File: config.mk
export PLATFORM = sky130hd
export DESIGN_NAME = rv32i_itype_execute_flat
export DESIGN_NICKNAME = d
export VERILOG_FILES = /design/src/rvie_pkg.sv /design/src/rvie_if.sv /design/src/rvie_decode.sv /design/src/rv32i_itype_execute.sv /design/src/flat_wrapper.sv
export SDC_FILE = /design/constraint.sdc
export NUM_CORES = 1
export LEC_CHECK = 0
export ABC_AREA = 1
export BUFFER_PORTS_ARGS = -buffer_cell sky130_fd_sc_hd__buf_2
export CAP_MARGIN = 20
export CORE_MARGIN = 8
export CORE_UTILIZATION = 30
export DETAILED_ROUTE_END_ITERATION = 8
export PLACE_DENSITY_LB_ADDON = 0.15
export SLEW_MARGIN = 30
export SYNTH_ARGS = -nofsm -noshare
export SYNTH_HDL_FRONTEND = slang
export SYNTH_SLANG_ARGS = --single-unit
File: constraint.sdc
create_clock -name clk -period 6.15 [get_ports clk]
set_input_delay 0.615 -clock clk [delete_from_list [all_inputs] [get_ports clk]]
set_output_delay 0.615 -clock clk [all_outputs]
set_load 0.01 [all_outputs]
File: src/rvie_pkg.sv
// ----------------------------------------------------------------------------
// rvie_pkg
// shared types and encodings for the rv32i i-format execute pipeline
// ----------------------------------------------------------------------------
package rvie_pkg;

  localparam int XLEN = 32;

  // instruction class selector
  typedef enum logic [1:0] {
    KIND_ALU  = 2'd0,
    KIND_LOAD = 2'd1,
    KIND_JALR = 2'd2,
    KIND_RSVD = 2'd3
  } kind_t;

  // funct3 codes for the immediate alu group
  localparam logic [2:0] F3_ADDI  = 3'd0;
  localparam logic [2:0] F3_SLLI  = 3'd1;
  localparam logic [2:0] F3_SLTI  = 3'd2;
  localparam logic [2:0] F3_SLTIU = 3'd3;
  localparam logic [2:0] F3_XORI  = 3'd4;
  localparam logic [2:0] F3_SRXI  = 3'd5;
  localparam logic [2:0] F3_ORI   = 3'd6;
  localparam logic [2:0] F3_ANDI  = 3'd7;

  // funct3 codes for loads
  localparam logic [2:0] F3_LB  = 3'd0;
  localparam logic [2:0] F3_LH  = 3'd1;
  localparam logic [2:0] F3_LW  = 3'd2;
  localparam logic [2:0] F3_LBU = 3'd4;
  localparam logic [2:0] F3_LHU = 3'd5;

  // access size codes
  localparam logic [1:0] SIZE_BYTE = 2'd0;
  localparam logic [1:0] SIZE_HALF = 2'd1;
  localparam logic [1:0] SIZE_WORD = 2'd2;

  localparam logic [XLEN-1:0] LINK_STEP = 32'd4;

  // decoded fields handed from the decoder to the pipeline
  typedef struct packed {
    kind_t            kind;
    logic [2:0]       f3;
    logic [4:0]       rd_index;
    logic [XLEN-1:0]  imm;
    logic [4:0]       shamt;
    logic             arith;
    logic             illegal;
    logic [1:0]       size;
  } dec_t;

endpackage

File: src/rvie_if.sv
// ----------------------------------------------------------------------------
// rvie channel interfaces
// valid/ready channels carrying the instruction word and the result word
// ----------------------------------------------------------------------------
interface rvie_in_if;
  logic        valid;
  logic        ready;
  logic [1:0]  opcode;
  logic [31:0] instr_word;
  logic [31:0] rs1_value;
  logic [31:0] pc_value;
  logic [31:0] mem_data;

  modport source (output valid, opcode, instr_word, rs1_value, pc_value, mem_data,
                  input ready);
  modport sink (input valid, opcode, instr_word, rs1_value, pc_value, mem_data,
                output ready);
endinterface

interface rvie_out_if;
  logic        valid;
  logic        ready;
  logic [31:0] rd_value;
  logic [4:0]  rd_index;
  logic        rd_write;
  logic [31:0] mem_address;
  logic [1:0]  mem_size;
  logic [31:0] next_pc;
  logic        pc_redirect;
  logic        illegal;

  modport source (output valid, rd_value, rd_index, rd_write, mem_address, mem_size,
                  next_pc, pc_redirect, illegal, input ready);
  modport sink (input valid, rd_value, rd_index, rd_write, mem_address, mem_size,
                next_pc, pc_redirect, illegal, output ready);
endinterface

File: src/rvie_decode.sv
// ----------------------------------------------------------------------------
// rvie_decode
// splits the i-format word into fields and flags bad encodings
// ----------------------------------------------------------------------------
module rvie_decode import rvie_pkg::*; (
  input  logic [1:0]  opcode,
  input  logic [31:0] instr_word,
  output dec_t        dec
);

  logic [2:0] f3;
  logic       bad;

  assign f3 = instr_word[14:12];

  always_comb begin
    bad = 1'b0;
    unique case (kind_t'(opcode))
      KIND_ALU:  bad = (f3 == F3_SRXI) && instr_word[31];
      KIND_LOAD: bad = !((f3 == F3_LB) || (f3 == F3_LH) || (f3 == F3_LW) ||
                         (f3 == F3_LBU) || (f3 == F3_LHU));
      KIND_JALR: bad = 1'b0;
      default:   bad = 1'b1;
    endcase
  end

  always_comb begin
    dec.kind     = kind_t'(opcode);
    dec.f3       = f3;
    dec.rd_index = instr_word[11:7];
    dec.imm      = {{20{instr_word[31]}}, instr_word[31:20]};
    dec.shamt    = instr_word[24:20];
    dec.arith    = instr_word[30];
    dec.illegal  = bad;
    // lb/lbu byte, lh/lhu half, lw word
    dec.size     = f3[1:0];
  end

endmodule

File: src/rv32i_itype_execute.sv
// ----------------------------------------------------------------------------
// rv32i_itype_execute
// three-stage execute pipeline for rv32i i-format instructions
// ----------------------------------------------------------------------------
// path: a taken input word passes the stage 1, stage 2 and output registers in turn
// throughput: one word per cycle while out_chan.ready holds, set by the single result per stage
// stalls: each stage holds while the next one is full and not draining
// reset: synchronous active-low rst_n clears the stage valid bits only
// ----------------------------------------------------------------------------
module rv32i_itype_execute import rvie_pkg::*; (
  input  logic       clk,
  input  logic       rst_n,
  rvie_in_if.sink    in_chan,
  rvie_out_if.source out_chan
);

  // stage advance enables, chained back from the output register
  logic adv1, adv2, adv3;

  // stage 1: decoded fields and operands
  logic            v1_r;
  dec_t            dec1_r;
  logic [XLEN-1:0] rs1_1_r, pc_1_r, mdata_1_r;
  dec_t            dec_nxt;

  // stage 2: raw results
  logic            v2_r;
  dec_t            dec2_r;
  logic [XLEN-1:0] res2_r, sum2_r;
  logic [XLEN-1:0] res2_nxt, sum2_nxt;

  // stage 3: output register
  logic            v3_r;
  logic [XLEN-1:0] rd_value_r, mem_address_r, next_pc_r;
  logic [4:0]      rd_index_r;
  logic [1:0]      mem_size_r;
  logic            redirect_r, illegal_r;

  assign adv3 = !v3_r || out_chan.ready;
  assign adv2 = !v2_r || adv3;
  assign adv1 = !v1_r || adv2;

  assign in_chan.ready = adv1;

  // ---- stage 1: decode ----
  rvie_decode u_decode (
    .opcode     (in_chan.opcode),
    .instr_word (in_chan.instr_word),
    .dec        (dec_nxt)
  );

  always_ff @(posedge clk) begin
    if (!rst_n) begin
      v1_r <= 1'b0;
    end else if (adv1) begin
      v1_r <= in_chan.valid;
    end
  end

  always_ff @(posedge clk) begin
    if (adv1) begin
      dec1_r    <= dec_nxt;
      rs1_1_r   <= in_chan.rs1_value;
      pc_1_r    <= in_chan.pc_value;
      mdata_1_r <= in_chan.mem_data;
    end
  end

  // ---- stage 2: adder, compares, shifter, logic ops, load extension ----
  logic [XLEN-1:0] alu_res, load_res;
  logic            ext_bit;

  assign sum2_nxt = rs1_1_r + dec1_r.imm;

  always_comb begin
    unique case (dec1_r.f3)
      F3_ADDI:  alu_res = sum2_nxt;
      F3_SLLI:  alu_res = rs1_1_r << dec1_r.shamt;
      F3_SLTI:  alu_res = {31'd0, $signed(rs1_1_r) < $signed(dec1_r.imm)};
      F3_SLTIU: alu_res = {31'd0, rs1_1_r < dec1_r.imm};
      F3_XORI:  alu_res = rs1_1_r ^ dec1_r.imm;
      F3_SRXI:  alu_res = dec1_r.arith ? XLEN'($signed(rs1_1_r) >>> dec1_r.shamt)
                                       : (rs1_1_r >> dec1_r.shamt);
      F3_ORI:   alu_res = rs1_1_r | dec1_r.imm;
      F3_ANDI:  alu_res = rs1_1_r & dec1_r.imm;
      default:  alu_res = '0;
    endcase
  end

  // funct3 bit 2 marks the zero-extending loads
  always_comb begin
    ext_bit  = 1'b0;
    load_res = mdata_1_r;
    unique case (dec1_r.size)
      SIZE_BYTE: begin
        ext_bit  = mdata_1_r[7] && !dec1_r.f3[2];
        load_res = {{24{ext_bit}}, mdata_1_r[7:0]};
      end
      SIZE_HALF: begin
        ext_bit  = mdata_1_r[15] && !dec1_r.f3[2];
        load_res = {{16{ext_bit}}, mdata_1_r[15:0]};
      end
      default: begin
        ext_bit  = 1'b0;
        load_res = mdata_1_r;
      end
    endcase
  end

  always_comb begin
    unique case (dec1_r.kind)
      KIND_ALU:  res2_nxt = alu_res;
      KIND_LOAD: res2_nxt = load_res;
      KIND_JALR: res2_nxt = pc_1_r + LINK_STEP;
      default:   res2_nxt = '0;
    endcase
  end

  always_ff @(posedge clk) begin
    if (!rst_n) begin
      v2_r <= 1'b0;
    end else if (adv2) begin
      v2_r <= v1_r;
    end
  end

  always_ff @(posedge clk) begin
    if (adv2) begin
      dec2_r <= dec1_r;
      res2_r <= res2_nxt;
      sum2_r <= sum2_nxt;
    end
  end

  // ---- stage 3: field selection and zeroing of unused outputs ----
  logic is_load, is_jalr;

  assign is_load = (dec2_r.kind == KIND_LOAD) && !dec2_r.illegal;
  assign is_jalr = (dec2_r.kind == KIND_JALR) && !dec2_r.illegal;

  always_ff @(posedge clk) begin
    if (!rst_n) begin
      v3_r <= 1'b0;
    end else if (adv3) begin
      v3_r <= v2_r;
    end
  end

  always_ff @(posedge clk) begin
    if (adv3) begin
      rd_value_r    <= dec2_r.illegal ? '0 : res2_r;
      rd_index_r    <= dec2_r.rd_index;
      mem_address_r <= is_load ? sum2_r : '0;
      mem_size_r    <= is_load ? dec2_r.size : SIZE_BYTE;
      // target drops bit 0
      next_pc_r     <= is_jalr ? {sum2_r[XLEN-1:1], 1'b0} : '0;
      redirect_r    <= is_jalr;
      illegal_r     <= dec2_r.illegal;
    end
  end

  assign out_chan.valid       = v3_r;
  assign out_chan.rd_value    = rd_value_r;
  assign out_chan.rd_index    = rd_index_r;
  assign out_chan.rd_write    = !illegal_r;
  assign out_chan.mem_address = mem_address_r;
  assign out_chan.mem_size    = mem_size_r;
  assign out_chan.next_pc     = next_pc_r;
  assign out_chan.pc_redirect = redirect_r;
  assign out_chan.illegal     = illegal_r;

  // ---- checks ----
  // a full output stage that is not taken stays full
  a_hold_out: assert property (@(posedge clk) disable iff (!rst_n)
    v3_r && !out_chan.ready |=> v3_r)
    else $error("output word dropped while stalled");

  // a word in stage 2 blocked by stage 3 is not lost
  a_hold_mid: assert property (@(posedge clk) disable iff (!rst_n)
    v2_r && !adv3 |=> v2_r && $stable(res2_r))
    else $error("stage 2 word lost during stall");

  // illegal words carry no register write, redirect or load access
  a_illegal_quiet: assert property (@(posedge clk) disable iff (!rst_n)
    v3_r && illegal_r |-> rd_value_r == '0 && !redirect_r && mem_address_r == '0)
    else $error("illegal word produced side effects");

  // a redirect target is always halfword aligned
  a_target_align: assert property (@(posedge clk) disable iff (!rst_n)
    v3_r && redirect_r |-> !next_pc_r[0] && !illegal_r)
    else $error("misaligned jump target");

endmodule

File: src/flat_wrapper.sv
// flat-port wrapper written by rule: the top's interface ports become plain ports
module rv32i_itype_execute_flat import rvie_pkg::*;
  (clk, rst_n, in_chan_valid, in_chan_opcode, in_chan_instr_word, in_chan_rs1_value, in_chan_pc_value, in_chan_mem_data, in_chan_ready, out_chan_valid, out_chan_rd_value, out_chan_rd_index, out_chan_rd_write, out_chan_mem_address, out_chan_mem_size, out_chan_next_pc, out_chan_pc_redirect, out_chan_illegal, out_chan_ready);
  rvie_in_if in_chan_i ();
  rvie_out_if out_chan_i ();
  input  logic clk;
  input  logic rst_n;
  input wire logic [$bits(in_chan_i.valid)-1:0] in_chan_valid;
  input wire logic [$bits(in_chan_i.opcode)-1:0] in_chan_opcode;
  input wire logic [$bits(in_chan_i.instr_word)-1:0] in_chan_instr_word;
  input wire logic [$bits(in_chan_i.rs1_value)-1:0] in_chan_rs1_value;
  input wire logic [$bits(in_chan_i.pc_value)-1:0] in_chan_pc_value;
  input wire logic [$bits(in_chan_i.mem_data)-1:0] in_chan_mem_data;
  output wire logic [$bits(in_chan_i.ready)-1:0] in_chan_ready;
  output wire logic [$bits(out_chan_i.valid)-1:0] out_chan_valid;
  output wire logic [$bits(out_chan_i.rd_value)-1:0] out_chan_rd_value;
  output wire logic [$bits(out_chan_i.rd_index)-1:0] out_chan_rd_index;
  output wire logic [$bits(out_chan_i.rd_write)-1:0] out_chan_rd_write;
  output wire logic [$bits(out_chan_i.mem_address)-1:0] out_chan_mem_address;
  output wire logic [$bits(out_chan_i.mem_size)-1:0] out_chan_mem_size;
  output wire logic [$bits(out_chan_i.next_pc)-1:0] out_chan_next_pc;
  output wire logic [$bits(out_chan_i.pc_redirect)-1:0] out_chan_pc_redirect;
  output wire logic [$bits(out_chan_i.illegal)-1:0] out_chan_illegal;
  input wire logic [$bits(out_chan_i.ready)-1:0] out_chan_ready;
  assign in_chan_i.valid = in_chan_valid;
  assign in_chan_i.opcode = in_chan_opcode;
  assign in_chan_i.instr_word = in_chan_instr_word;
  assign in_chan_i.rs1_value = in_chan_rs1_value;
  assign in_chan_i.pc_value = in_chan_pc_value;
  assign in_chan_i.mem_data = in_chan_mem_data;
  assign in_chan_ready = in_chan_i.ready;
  assign out_chan_valid = out_chan_i.valid;
  assign out_chan_rd_value = out_chan_i.rd_value;
  assign out_chan_rd_index = out_chan_i.rd_index;
  assign out_chan_rd_write = out_chan_i.rd_write;
  assign out_chan_mem_address = out_chan_i.mem_address;
  assign out_chan_mem_size = out_chan_i.mem_size;
  assign out_chan_next_pc = out_chan_i.next_pc;
  assign out_chan_pc_redirect = out_chan_i.pc_redirect;
  assign out_chan_illegal = out_chan_i.illegal;
  assign out_chan_i.ready = out_chan_ready;
  rv32i_itype_execute u_core (.clk(clk), .rst_n(rst_n), .in_chan(in_chan_i), .out_chan(out_chan_i));
endmodule
# Yosys cells after proc, flatten, opt, wreduce, memory -nomap -nowiden
# Index checks and enable logic that the tools add are counted.
# op_classes
mux	5
addsub	2
eq_ne	18
bitwise	3
n_lt_le_gt_ge	2
shift	3
n_reduce_logical	24
# ops
op	n
case mux 32 bit (8 select lines)	1
case mux 32 bit (3 select lines)	1
case mux 32 bit (2 select lines)	1
adder 32 x 3 -> 32 bit (second input constant)	1
adder 32 bit	1
AND 32 bit	1
less-than comparator 32 x 12 -> 1 bit	1
less-than comparator 32 bit	1
2-to-1 mux 32 bit	1
bitwise OR 32 bit	1
<< shifter 32 x 5 -> 32 bit	1
>> shifter 32 x 5 -> 32 bit	1
>>> shifter 32 x 5 -> 32 bit	1
XOR 32 bit	1
equality test 3 bit (second input constant)	6
equality test 3 x 2 -> 1 bit (second input constant)	3
equality test 2 x 1 -> 1 bit (second input constant)	4
logical NOT 1 bit	7
logical OR 1 bit	7
equality test 2 bit (second input constant)	3
equality test 3 x 1 -> 1 bit (second input constant)	2
logical NOT 2 bit	3
logical NOT 3 bit	2
logical AND 1 bit	5
case mux 1 bit (3 select lines)	1
# word_totals
regBits	309
wordCells	85
out_inout_bits	108
input_bits	134

# Depth between registers and ports, before layout
# logic_depth
depth_word	7
depth_mapped	20
ltp_nobuf	17

# Hierarchy
# From an unflattened synthesis, not the netlist that was laid out.
# unflattened
hier_cells	2517
hier_area_um2	20551.0
# modules_own_cells
module	seq_area_each_um2	n_inst	cells_per_inst	area_each_um2
rv32i_itype_execute	9819.4	1	2454	20114.3
rvie_decode	0.0	1	63	436.7

# Worst setup path after synthesis
# Ideal clock, no wire load.
# synth_path
path_kind	input port to output port
start	input port out_chan_ready
end	output port in_chan_ready
arrival_ps	5828
cell_stages	4
setup_slack_ps	-293
t_required_ps	5535
path_buffers	0
cell_sequence	inv_1 -> nand2_1 -> nor2_1 -> nand2_1
# synth_between
elab_chain_len	3
# synth_rtl
item	line	source
start: declaration	flat_wrapper.sv:24	input wire logic [$bits(out_chan_i.ready)-1:0] out_chan_ready;
logical OR 1 bit	rv32i_itype_execute.sv:39	assign adv3 = !v3_r || out_chan.ready;
via u_core.adv3	rv32i_itype_execute.sv:18	logic adv1, adv2, adv3;
logical OR 1 bit	rv32i_itype_execute.sv:40	assign adv2 = !v2_r || adv3;
logical OR 1 bit	rv32i_itype_execute.sv:41	assign adv1 = !v1_r || adv2;
end: declaration	flat_wrapper.sv:14	output wire logic [$bits(in_chan_i.ready)-1:0] in_chan_ready;
# The timed path passes the listed nets, and every way through them passes these cells.

# Worst setup path after layout
# layout_path
start	register u_core.dec1_r[20] (netlist name)
end	register u_core.res2_r[30], data pin
# layout_between
elab_chain_len	3
elab_cells_between_ends	6
classes_between	1 x add/sub; 2 x mux; 3 x bitwise
# layout_rtl
item	line	source
adder 32 bit, or another cell as far along	rv32i_itype_execute.sv:73	assign sum2_nxt = rs1_1_r + dec1_r.imm;
case mux 32 bit (8 select lines) (*)	rv32i_itype_execute.sv:76	unique case (dec1_r.f3)
case mux 32 bit (3 select lines) (*)	rv32i_itype_execute.sv:111	unique case (dec1_r.kind)
via u_core.res2_nxt[30]	rv32i_itype_execute.sv:30	logic [XLEN-1:0] res2_nxt, sum2_nxt;
end signal: assignment	rv32i_itype_execute.sv:130	res2_r <= res2_nxt;
end: declaration	rv32i_itype_execute.sv:29	logic [XLEN-1:0] res2_r, sum2_r;
# The timed path passes the listed nets; every way through them passes the cells marked *.
# A chain may end at the register's enable or synchronous reset.

==> results.ini <==
[route]
viasPerCell=5.091
vias=17480
drtIter0Drc=1562
drt-met1-wl_um=34210
wl_met2_um=33970
wl_per_cell_um=22.22
wl_met3_um=5211
drc=0
routed_wl_um=76290
highest_layer=met4
dr.pass1.iters=5
postRouteAntennaNets=0

[clock_network]
clk_pin_slew_worst_paths_ns=0.06
cts_tree=yes
cts.path.max_buffers=3
cts.sinks=300
cts_made_buffers=35
hold_buffers=0
clk-insertion-delay-late_ns=0.57
postCtsSetupBuffers=0
h-tree-depth=2
clockRootBuffer=clkbuf_16
post_cts_resized=0

[timing]
final.setup.tns_ns=0
post-route-period-util_pct=57.96
setup_ws_ns=2.585
final-setup-viol-count=0
period_needed_ns=3.565
skew_ns=0.03220
worstMarginPinSlew_ns=0.8947
max-slew-margin-rel_pct=40.35
final_hold_viol_count=0
clock.fmax_mhz=280.5
slew_viol_final=0
rsz0062_at_grt=false

[critical_path]
crit_arrival_ns=3.87
worstReg2RegStart=u_core.dec1_r[20]$_DFFE_PP_
setup.worst_path.end_class=flip-flop
rr_endpoint=u_core.res2_r[30]$_DFFE_PP_
setup.worst_path.start_class=flip-flop
worstRegToRegCells=13
crit_type=flip-flop to flip-flop
r2r_setup_slack_ns=2.59
cp.required_ns=6.45
cp_max_fo=32

[yosys]
avgSynthCellArea_um2=8.194
ys_types=61
synth_top_area_share_pct=46.16
ys_seq_area_share_pct=46.47
synth_area_leaders=edfxtp_1 46%, nand2_1 11%, nand3_1 6.4%
syn_inst=2358
ys_seq_elements=300
synth.cell_area_um2=19320
synth_ff_type=edfxtp_1
yosys.area.top_type=edfxtp_1
synth_nets=2591
synthArstFlopShare_pct=0
ys_warn_count=0
synth-edff-count=297

[floorplanning]
die_x_um=269.8
start_util_pct=30.13
design.core.area_um2=64120
die_area_um2=72780
die_y_um=269.8
num_io_pins=242
rows=93

[global_route]
grt_usage_pct=20.17
grt_overflow=0
grt_first_pass_wirelength_um=111300
grt_max_degree=75
grt_antenna_before_repair=1
grt_pass1_vias=16950

[cells_and_area]
fin_nets=2784
fill_cells=6751
layout_common_cells=580 x nand2_1, 297 x edfxtp_1, 293 x inv_1
drive_above_1_share_pct=14.40
final_common_cell=nand2_1
fin_cells=3433
synthToLayoutAreaGrowth_pct=15.76

[placed_design]
gp_congestion=0.9388
pre_cts_ws_ns=2.600
numPortBuffers=228
hpwl_um=60300
place_inst=3369

[power_and_ir_drop]
ir_worst_vdd_uv=178.4
powerDensity_nw_per_um2=257.6
p_leak_nw=10.41
p_total_w=0.005762

[run_status]
run_status=finished, final reports clean

[hold_path]
hold_end=u_core.rs1_1_r[26]$_DFFE_PP_
hp-start=in_chan_rs1_value[26]
whs_path_depth=1
hold_class=input port to flip-flop

[run]
drv_cap=0

-- state kept, by name (all words and copies together), names as in the netlist, 2 cells and up --
register                     flops
u_core.out_chan.next_pc         31
u_core.rs1_1_r                  32
u_core.res2_r                   32
u_core.pc_1_r                   32
u_core.dec1_r                   23
u_core.out_chan.mem_address     32
u_core.sum2_r                   32
u_core.mdata_1_r                32
u_core.out_chan.mem_size         2
u_core.dec2_r                   10
u_core.out_chan.rd_index         5
u_core.out_chan.rd_value        32
-- metrics by stage --
step           hold WS, ns  cell area (µm²)  util (%)
2_1_floorplan       0.4003            19320         -
3_3_place_gp        0.4016            21190     33.06
3_5_place_dp        0.4045            21200     33.06
4_1_cts             0.1767            22360     34.88
5_1_grt             0.1792            22360     34.88
6_report            0.2185            22370     34.88
-- area by class of cell --
type                            count  area [µm²]  share of cell area [%]
Inverter                          313        1182                   5.286
Tap cell                          855        1070                   4.783
Clock buffer                       41       898.4                   4.017
Antenna cell                        1       2.502                 0.01119
Sequential cell                   300        8979                   40.14
Timing Repair Buffer              250        1306                   5.840
Clock inverter                     22       269.0                   1.203
Multi-Input combinational cell   1651        8660                   38.72
-- Yosys cell counts (4+ instances only) --
cell type,count
nand3_1,246
a211oi_1,18
a22o_1,4
o211ai_1,14
nand3b_1,4
buf_2,41
o22ai_1,22
nor3_1,24
nand2_2,5
o221ai_1,11
nor2_1,213
or2_2,10
o21ai_2,5
inv_1,296
edfxtp_1,297
a21oi_2,4
inv_2,13
xor2_1,15
nor2_4,7
buf_1,10
o21ai_0,111
o21bai_1,4
o21a_1,18
o21ai_1,39
a21oi_1,103
a21o_1,6
nor2_2,8
nand2_1,582
or2_1,4
buf_6,13
nor4_1,7
nand4_1,26
buf_4,7
ha_1,98
clkbuf_1,22
o2111ai_1,4
a31oi_1,8
-- metal layers --
metal | vias to the layer above | global-route usage, %
met2 | 666 | 31.58
met3 | 111 | 3.452
li1 | 8312 | -
met5 | - | 0
met4 | 0 | 7.295
met1 | 8388 | 27.82
-- how the worst max path moves through the flow --
stage                     slack, ns                          end  cells after the start                   startpoint
after CTS                      2.60  u_core.res2_r[28]$_DFFE_PP_                     14  u_core.dec1_r[20]$_DFFE_PP_
after detailed placement       2.60  u_core.res2_r[28]$_DFFE_PP_                     14  u_core.dec1_r[20]$_DFFE_PP_
final                          2.59  u_core.res2_r[30]$_DFFE_PP_                     13  u_core.dec1_r[20]$_DFFE_PP_
after global placement         2.54  u_core.res2_r[28]$_DFFE_PP_                     14  u_core.dec1_r[20]$_DFFE_PP_
after floorplan                0.75                in_chan_ready                      4               out_chan_ready
after global routing           2.34  u_core.res2_r[27]$_DFFE_PP_                     13  u_core.dec1_r[20]$_DFFE_PP_
-- where the power goes --
group,total [W],leakage [nW],internal [W],switching (W)
Sequential,0.00254,3.32,0.00244,0.0000963
Combinational,0.00109,6.53,0.000323,0.000771
Clock,0.00213,0.558,0.00127,0.000866
Total,0.00576,10.4,0.00403,0.00173
-- critical path: stages, from the launching register on --
cell and delay, ns:
edfxtp_1 0.50, inv_1 0.33, buf_4 0.44, ha_1 0.42, a21oi_1 0.23, o21ai_0 0.23
a21oi_1 0.31, nor2_1 0.08, nor2_1 0.14, nand2_1 0.07, nand2_1 0.07, nand3_1 0.11
nand3_1 0.31, nand2_1 0.08
-- logic make-up (layout without fill, tap and decap cells) --
logic type	count (synthesis)	after routing	share of synthesized area, %
DFF	300	300	46.47
and+or+nand+nor	1153	1153	25.80
adders and majority gates	99	99	6.450
buffers and inverters	407	626	8.859
xor gates and xnor gates	17	17	0.7707
AOI/OAI and AO/OA	378	378	11.48
muxes	3	3	0.1554
other	1	2	0.01941
No activity file was read; power rests on OpenSTA's default activity.
